[src/hw/rtl/coe_pkg.sv]
// -----------------------------------------------------------------------------
// coe_pkg
// Shared types and constants for the clock offset minimum estimator.
// -----------------------------------------------------------------------------
package coe_pkg;

	// request codes carried in req_type
	typedef enum logic {
		REQ_OBSERVE = 1'b0,
		REQ_CONVERT = 1'b1
	} coe_req_t;

	// largest device time (us) whose ns value fits in a signed 64-bit word
	localparam logic [63:0] DEV_US_MAX     = 64'd9223372036854775;
	localparam logic [15:0] SAMPLES_RESET  = 16'd10;
	localparam logic [15:0] COUNT_MAX      = 16'hFFFF;

	typedef struct packed {
		logic        locked;
		logic [15:0] sample_count;
		logic        have_candidate;
		logic [63:0] min_candidate;
		logic [63:0] locked_offset;
		logic [63:0] last_host_time;
		logic [63:0] last_device_time;
		logic        have_last_device;
	} coe_state_t;

	localparam coe_state_t STATE_RESET = '{default: '0};

	typedef struct packed {
		logic        synced;
		logic [63:0] host_equiv_ns;
		logic        convert_ok;
	} coe_result_t;

endpackage

[src/hw/rtl/coe_conv.sv]
// -----------------------------------------------------------------------------
// coe_conv
// Device microseconds to nanoseconds, with range check against int64.
// -----------------------------------------------------------------------------
module coe_conv import coe_pkg::*; (
	input  logic [63:0] device_us,
	output logic [63:0] device_ns,
	output logic        too_large
);

	// x * 1000 = x * 1024 - x * 16 - x * 8
	assign device_ns = (device_us << 10) - (device_us << 4) - (device_us << 3);
	assign too_large = (device_us > DEV_US_MAX);

endmodule

[src/hw/rtl/coe_update.sv]
// -----------------------------------------------------------------------------
// coe_update
// Next-state and result logic for one observe or convert beat.
// -----------------------------------------------------------------------------
module coe_update import coe_pkg::*; (
	input  coe_state_t  cur,
	input  logic [15:0] samples_needed,
	input  logic        req_type,
	input  logic [63:0] device_us,
	input  logic [63:0] host_ns,
	input  logic [63:0] device_ns,
	input  logic        too_large,
	output coe_state_t  nxt,
	output coe_result_t res
);

	logic        host_valid;
	logic        host_back;
	logic        dev_back;
	logic [63:0] cand;
	logic [63:0] sum;
	logic        sum_ovf;
	logic [15:0] cnt_inc;
	coe_state_t  eff;

	assign host_valid = !host_ns[63] && (host_ns != 64'd0);
	assign host_back  = (cur.locked || (cur.sample_count != 16'd0)) &&
		($signed(host_ns) < $signed(cur.last_host_time));
	assign dev_back   = cur.have_last_device && (device_us < cur.last_device_time);
	// host > 0 and ns >= 0, so no wrap here
	assign cand       = host_ns - device_ns;
	assign sum        = device_ns + cur.locked_offset;
	// ns >= 0: only a positive offset can push the sum past int64 max
	assign sum_ovf    = !cur.locked_offset[63] && sum[63];

	always_comb begin
		nxt     = cur;
		res     = '0;
		eff     = (host_back || dev_back) ? STATE_RESET : cur;
		cnt_inc = (eff.sample_count != COUNT_MAX) ? eff.sample_count + 16'd1
			: eff.sample_count;
		if (req_type == REQ_OBSERVE) begin
			if (host_valid) begin
				if (too_large) begin
					nxt = STATE_RESET;
				end else begin
					nxt = eff;
					if (!eff.locked) begin
						if (!eff.have_candidate ||
							($signed(cand) < $signed(eff.min_candidate))) begin
							nxt.min_candidate  = cand;
							nxt.have_candidate = 1'b1;
						end
						nxt.sample_count = cnt_inc;
						// a zero setting locks at once, same as one
						if (cnt_inc >= samples_needed) begin
							nxt.locked_offset = nxt.min_candidate;
							nxt.locked        = 1'b1;
						end
					end
					nxt.last_host_time   = host_ns;
					nxt.last_device_time = device_us;
					nxt.have_last_device = 1'b1;
					res.synced           = nxt.locked;
				end
			end
		end else begin
			if (cur.locked) begin
				res.synced = 1'b1;
				if (!too_large && !sum_ovf) begin
					res.host_equiv_ns = sum;
					res.convert_ok    = 1'b1;
				end
			end
		end
	end

endmodule

[src/hw/rtl/clock_offset_min_estimator.sv]
// -----------------------------------------------------------------------------
// clock_offset_min_estimator
// Minimum-delay offset estimate between a device us clock and a host ns clock.
//
// Takes one item per clock cycle while in_stall is low, observe or convert,
// and returns one result per item: the item waits in the input register,
// then the estimator state is updated and the result register loaded. The
// state update is combinational from the input register, so items in a row
// see each other's effect with no bubble. A result waiting under out_stall
// holds one item in the input register before in_stall rises. A write on the
// cfg channel sets samples_needed and clears the estimate; cfg_ready is
// always high and writes are expected only while the block is idle.
// -----------------------------------------------------------------------------
module clock_offset_min_estimator import coe_pkg::*; (
	input  logic        clk,
	input  logic        arst_n,
	input  logic        cfg_valid,
	output logic        cfg_ready,
	input  logic [15:0] cfg_data,
	input  logic        in_valid,
	output logic        in_stall,
	input  logic [0:0]  req_type,
	input  logic [63:0] device_time_us,
	input  logic signed [63:0] host_time_ns,
	output logic        out_valid,
	input  logic        out_stall,
	output logic [0:0]  synced,
	output logic signed [63:0] host_equiv_ns,
	output logic [0:0]  convert_ok
);

	logic        valid_s1;
	logic        req_type_s1;
	logic [63:0] dev_s1;
	logic [63:0] host_s1;

	logic        out_valid_q;
	coe_result_t res_q;

	coe_state_t  state_q;
	logic [15:0] samples_needed_q;

	logic        accept;
	logic        advance;
	logic [63:0] dev_ns;
	logic        too_large;
	coe_state_t  state_nxt;
	coe_result_t res_nxt;

	assign advance   = valid_s1 && (!out_valid_q || !out_stall);
	assign in_stall  = valid_s1 && !advance;
	assign accept    = in_valid && !in_stall;
	assign cfg_ready = 1'b1;

	always_ff @(posedge clk or negedge arst_n) begin
		if (!arst_n) begin
			valid_s1 <= 1'b0;
		end else if (accept) begin
			valid_s1 <= 1'b1;
		end else if (advance) begin
			valid_s1 <= 1'b0;
		end
	end

	always_ff @(posedge clk) begin
		if (accept) begin
			req_type_s1 <= req_type[0];
			dev_s1      <= device_time_us;
			host_s1     <= host_time_ns;
		end
	end

	coe_conv u_conv (
		.device_us (dev_s1),
		.device_ns (dev_ns),
		.too_large (too_large)
	);

	coe_update u_update (
		.cur            (state_q),
		.samples_needed (samples_needed_q),
		.req_type       (req_type_s1),
		.device_us      (dev_s1),
		.host_ns        (host_s1),
		.device_ns      (dev_ns),
		.too_large      (too_large),
		.nxt            (state_nxt),
		.res            (res_nxt)
	);

	always_ff @(posedge clk or negedge arst_n) begin
		if (!arst_n) begin
			state_q          <= STATE_RESET;
			samples_needed_q <= SAMPLES_RESET;
		end else if (cfg_valid && cfg_ready) begin
			state_q          <= STATE_RESET;
			samples_needed_q <= cfg_data;
		end else if (advance) begin
			state_q <= state_nxt;
		end
	end

	always_ff @(posedge clk or negedge arst_n) begin
		if (!arst_n) begin
			out_valid_q <= 1'b0;
		end else if (advance) begin
			out_valid_q <= 1'b1;
		end else if (!out_stall) begin
			out_valid_q <= 1'b0;
		end
	end

	always_ff @(posedge clk) begin
		if (advance) begin
			res_q <= res_nxt;
		end
	end

	assign out_valid     = out_valid_q;
	assign synced        = res_q.synced;
	assign host_equiv_ns = res_q.host_equiv_ns;
	assign convert_ok    = res_q.convert_ok;

endmodule

[config.mk]
export PLATFORM = sky130hd
export DESIGN_NAME = clock_offset_min_estimator
export DESIGN_NICKNAME = d
export VERILOG_FILES = /design/src/hw/rtl/coe_pkg.sv /design/src/hw/rtl/coe_conv.sv /design/src/hw/rtl/coe_update.sv /design/src/hw/rtl/clock_offset_min_estimator.sv
export SDC_FILE = /design/constraint.sdc
export NUM_CORES = 2
export LEC_CHECK = 0
export ABC_CLOCK_PERIOD_IN_PS = 14200
export BUFFER_PORTS_ARGS = -buffer_cell sky130_fd_sc_hd__buf_2
export CAP_MARGIN = 10
export CELL_PAD_IN_SITES_DETAIL_PLACEMENT = 1
export CELL_PAD_IN_SITES_GLOBAL_PLACEMENT = 1
export CORE_MARGIN = 4
export CORE_UTILIZATION = 54
export CTS_BUF_LIST = sky130_fd_sc_hd__clkbuf_4
export DETAILED_ROUTE_END_ITERATION = 8
export PLACE_DENSITY = 0.95
export SLEW_MARGIN = 20
export SYNTH_ARGS = -nofsm -noshare
export SYNTH_HDL_FRONTEND = slang
export SYNTH_SLANG_ARGS = --single-unit
[constraint.sdc]
create_clock -name clk -period 14.2 [get_ports clk]
set_input_delay 3.55 -clock clk [delete_from_list [all_inputs] [get_ports clk]]
set_output_delay 3.55 -clock clk [all_outputs]
set_load 0.02 [all_outputs]
Word-level counts from Yosys, hierarchy flattened --
Index checks and enable logic that the tools add are counted.
Word-level totals: bits in registers 488, output and inout port bits 69, input bits 150, word-level logic and storage cells 79
Operators by class: add/subtract/negate cells 5, eq/ne operators 3, $lt $le $gt $ge 5, muxes and demuxes 20, reduce and logical (&&, ||, !) cells 29
Operator list (number):
- 2-to-1 mux 275 bit | 6
- less-than comparator 64 bit | 3
- subtractor 64 bit | 3
- 2-to-1 mux 146 bit | 1
- 2-to-1 mux 65 bit | 2
- 2-to-1 mux 66 bit | 1
- adder 64 bit | 1
- > comparator 64 x 54 -> 1 bit, second input constant | 1
- 2-to-1 mux 64 bit | 1
- nonzero test 64 bit | 1
- adder 16 x 1 -> 16 bit, second input constant | 1
- greater-or-equal comparator 16 bit | 1
- 2-to-1 mux 16 bit | 1
- inequality test 16 bit, second input constant | 1
- nonzero test 16 bit | 1
- zero test 1 bit | 9
- logical AND 1 bit | 8
- 2-to-1 mux 1 bit | 8
- AND reduction 3 bit | 2
- nonzero test 2 bit | 3
- logical OR 1 bit | 4
- inequality test 2 x 1 -> 1 bit, second input constant | 1
- inequality test 2 bit, second input constant | 1
- AND reduction 2 bit | 1

Logic depth before layout (Yosys ltp) --
word-level depth 15, mapped depth 43, mapped depth without buffers 40

Hierarchy --
From an unflattened synthesis, not the netlist that was laid out.
Second synthesis, totals: cell total of the unflattened synthesis 4838, area, all modules 43669.4 um^2
By module, submodules not included:
- clock_offset_min_estimator | instances 1, area each 20414.6 um^2, cells an instance 1431
- coe_update | instances 1, area each 17444.2 um^2, cells an instance 2650
- coe_conv | instances 1, area each 5810.6 um^2, cells an instance 757

Least setup slack after synthesis --
Ideal clock, no wire load.
path kind register to register, from register dev_s1[0], to register state_q[163] in the netlist's numbering, arrival 8.009 ns, stages on the path, launching flop included 37, setup time 0.133 ns, setup slack 6.057 ns, path buffers 3, path through edfxtp_1 > inv_1 > fa_1 > inv_1 > ha_1 > a211o_1 > a21oi_1 > and3_1 > nand2_1 > a41oi_1 > o21ai_0 > a31oi_1 > o21bai_1 > xnor2_1 > inv_1 > ha_1 > a21o_1 > a21o_1 > or3_1 > o211ai_1 > a211o_1 > o211ai_1 > o21a_1 > a21o_1 > a311o_1 > a31oi_1 > xnor2_1 > ha_1 > nand4_1 > or4_1 > o41ai_1 > and3_1 > clkbuf_1 > buf_2 > buf_2 > mux2i_1 > o21ai_0
On the way: cells in the longest elaborated chain, start to end 14
RTL lines:
- from (decl) | RTL line clock_offset_min_estimator.sv:34 | logic [63:0] dev_s1;
- from (signal assigned) | RTL line clock_offset_min_estimator.sv:68 | dev_s1 <= device_time_us;
- parallel branches: the longest is 9 deep, another holds subtractor 64 bit
- 2-to-1 mux 275 bit (*) | RTL line coe_update.sv:44 | if (too_large) begin
- 2-to-1 mux 275 bit (*) | RTL line coe_update.sv:43 | if (host_valid) begin
- 2-to-1 mux 275 bit (*) | RTL line coe_update.sv:42 | if (req_type == REQ_OBSERVE) begin
- 2-to-1 mux 275 bit (*) | RTL line clock_offset_min_estimator.sv:98 | end else if (advance) begin
- 2-to-1 mux 275 bit (*) | RTL line clock_offset_min_estimator.sv:95 | end else if (cfg_valid && cfg_ready) begin
- to (signal assigned) | RTL line clock_offset_min_estimator.sv:99 | state_q <= state_nxt;
- to (decl) | RTL line clock_offset_min_estimator.sv:40 | coe_state_t state_q;
Mark *: on every way between the ends. The select of a mux whose other input is x is not followed. A chain may end at the register's enable or synchronous reset.

Worst setup path after layout --
from register dev_s1[0], to register state_q[233] in the netlist's numbering
On the way: cells in the longest elaborated chain, start to end 13
RTL lines (RTL line):
- parallel branches: the longest is 8 deep, another holds subtractor 64 bit
- 2-to-1 mux 275 bit (*) | coe_update.sv:44
- 2-to-1 mux 275 bit (*) | coe_update.sv:43
- 2-to-1 mux 275 bit (*) | coe_update.sv:42
- 2-to-1 mux 275 bit (*) | clock_offset_min_estimator.sv:98
- 2-to-1 mux 275 bit (*) | clock_offset_min_estimator.sv:95
Marked as above.

==> impl_metrics.py <==
metrics = {
    "routing": {
        "vias_per_cell": 6.47,
        "totalWireLength_um": 122000,
        "drt-initial-drc-count": 2749,
        "dr.pass1.iters": 8,
        "route.detailed.drc": 0,
        "drtAntennaViolNets": 0,
        "vias": 31300,
        "wl_per_cell_um": 25.3,
    },
    "clocking": {
        "clk_pin_slew_ns": 0.07,
        "cts_setup_buffers": 0,
        "cts_buffer_depth": 3,
        "cts-root-buf": "clkbuf_4",
        "cts.sinks": 488,
        "numCtsBuffers": 142,
        "postCtsHoldBufs": 0,
        "ctsResizeCount": 0,
        "cts_tree": "done",
        "clk_latency_ns": 1.06,
        "htree_levels": 4,
    },
    "placement": {
        "place_ws_ns": 3.80,
        "hpwl_um": 85800,
        "io_buffers": 217,
        "place_congestion": 0.960,
        "place_area_um2": 36600,
    },
    "cells_and_area": {
        "fin_util": 0.609,
        "fin_area_um2": 38700,
        "final_cell_mix": "ha_1 (435), nand2_1 (352), inv_1 (306), dfrtp_1 (291), o21ai_0 (256)",
        "syn2layout_area_growth_pct": 11.2,
        "fill_cells": 7112,
        "nNetsFinal": 4503,
        "layout_commonest_cell": "ha_1",
        "layout-drive-gt1-share": 0.133,
    },
    "pwr": {
        "powerDensity_nw_per_um2": 160,
        "ir_drop_uv": 89.5,
        "power.total_w": 0.00617,
        "p_leak_nw": 17.7,
    },
    "global_routing": {
        "grt_overflow_total": 0,
        "grt_pass1_wl_um": 191000,
        "grtUsageTotal": 0.355,
        "grt_pass1_vias": 34200,
        "antenna_found_initial": 4,
        "grt_max_degree": 115,
    },
    "run_status": {
        "outcome": "complete, no violations",
    },
    "yosys": {
        "synth_seq_cells": 488,
        "yosysWarningCount": 0,
        "yosysSeqAreaShare": 0.380,
        "synth_top_area_frac": 0.210,
        "ys_top_cells_by_area": "dfrtp_1 (21%), edfxtp_1 (17%), ha_1 (16%), nand2_1 (3.8%), o21ai_0 (3.7%)",
        "syn-num-nets": 4235,
        "netlist_area_um2": 34800,
        "synth-edff-count": 195,
        "synth.avg_cell_area_um2": 9.66,
        "ys_async_sr_fraction": 0.600,
        "netlist_instances": 3596,
        "yosysTopAreaCell": "dfrtp_1",
        "yosysUniqueCellTypes": 92,
        "ys.flop_type": "dfrtp_1",
    },
    "die": {
        "die-area_um2": 68500,
        "die_h_um": 262,
        "initial_core_util": 0.548,
        "die_w_um": 262,
        "rows": 92,
        "coreArea_um2": 63400,
        "pin_count": 219,
    },
    "timing": {
        "hold_viol": 0,
        "fin_crit_sh": 0.766,
        "fin_crit_ns": 10.88,
        "relSlewSlack": 0.189,
        "skew_ns": 0.0966,
        "setup_tns_ns": 0,
        "drv_slew": 0,
        "max_freq_mhz": 91.9,
        "max_slew.worst_pin.slew_ns": 1.21,
        "finalSetupViolCount": 0,
        "rsz0062_at_grt": "false",
        "setup_slack_ns": 3.32,
    },
    "job": {
        "drv_cap": 0,
    },
    "setup_path": {
        "r2r_slack_ns": 3.32,
        "cp_max_fo": 64,
        "crit_path_start_kind": "register",
        "max_stage_delay_ns": 0.98,
        "crit_type": "reg -> reg",
        "worstPathRequired_ns": 15.12,
        "crit_path_end_kind": "register",
        "cpMaxStageDelayCell": "and3_4",
        "crit_arrival_ns": 11.80,
    },
    "worst_hold_path": {
        "hold_path_class": "reg -> reg",
    },
}
-- layer usage --
metal  up-vias  share of wire  track usage
met4         2          0.079        0.257
li1      13600              -            -
met1     15500           0.37        0.405
met5         -       0.000098            0
met3       584          0.072       0.0767
met2      1576           0.48        0.590
-- metrics by stage --
stage               cells  hold slack (ns)
global placement     4566            0.462
detailed placement   4566            0.475
global route         4829            0.517
finish               4829            0.488
floorplan            3596            0.447
CTS                  4822            0.492
-- registers in the layout, indices dropped and copies added (netlist names) --
| signal | cells |
|---|---|
| state_q | 275 |
| dev_s1 | 64 |
| host_equiv_ns | 64 |
| host_s1 | 64 |
| samples_needed_q | 16 |
| convert_ok | 1 |
| out_valid | 1 |
| req_type_s1 | 1 |
| synced | 1 |
| valid_s1 | 1 |
-- cell usage after synthesis, drive strengths merged, types with 5 or more instances --
master and instances:
a21oi 238, a211o 9, and4 14, nor3 49
o211ai 20, clkbuf 79, and2 23, mux2i 56
o21ai 273, a221oi 11, a22o 133, a221o 7
xnor2 97, buf 34, o21bai 22, o31ai 9
nor4 31, nand2 352, a31oi 38, nand2b 44
o21a 36, nor3b 5, and3 26, a2111oi 9
a21boi 10, nand4 62, fa 54, nor2b 32
a21o 146, a41oi 7, edfxtp 195, a211oi 30
ha 435, inv 308, dfrtp 291, xor2 83
nand3 64, nor2 176, or3 12, or2 9
-- worst max-delay path: cells and delay by family, from the launching register on --
kind	cells	cell delay, ns
AND/OR/NAND/NOR	5	1.83
buffers and inverters	3	1.00
XOR/XNOR	3	1.10
adder cells (fa/ha/maj)	3	1.05
AO/OA/AOI/OAI	17	5.16
flip-flops	1	0.52
-- area by class of cell --
| cell class | instances | area, µm² | area share |
|---|---|---|---|
| antenna | 7 | 17.5 | 0.000453 |
| clock buffer | 222 | 1670 | 0.0431 |
| clock inverter | 34 | 318 | 0.00822 |
| inverter | 308 | 1160 | 0.0299 |
| multi-input combinational | 2687 | 20000 | 0.517 |
| sequential | 488 | 13200 | 0.341 |
| tap | 846 | 1060 | 0.0274 |
| timing repair buffer | 237 | 1250 | 0.0323 |
-- report_power, final --
group          switching [W]  total (W)  internal, W
sequential         0.0000544    0.00157      0.00152
combinational        0.00197    0.00308      0.00111
clock               0.000696    0.00152     0.000821
-- path summary, 6_finish.rpt --
| kind | start | endpoint | cells past startpoint |
|---|---|---|---|
| max reg2reg | dev_s1[0] | state_q[233] | 31 |
| max in group asynchronous | arst_n | state_q[26] | 3 |
| min in group asynchronous | arst_n | state_q[95] | 1 |
| min reg2reg | state_q[57] | state_q[57] | 2 |
| max | dev_s1[0] | state_q[233] | 31 |
| min | state_q[57] | state_q[57] | 2 |
-- kinds of logic (layout without fill, tap and decap cells) --
group           count (synthesis)  after routing  share of synthesized area
compound gates               1049           1049                      0.199
xor+xnor                      180            180                     0.0458
fa+ha+maj                     489            489                      0.188
buf+inv                       421            801                     0.0465
flops                         488            488                      0.380
mux                            59             59                     0.0171
other cells                     1              8                   0.000108
simple gates                  909            909                      0.124
Note: power is estimated with default switching activity, not from simulation.
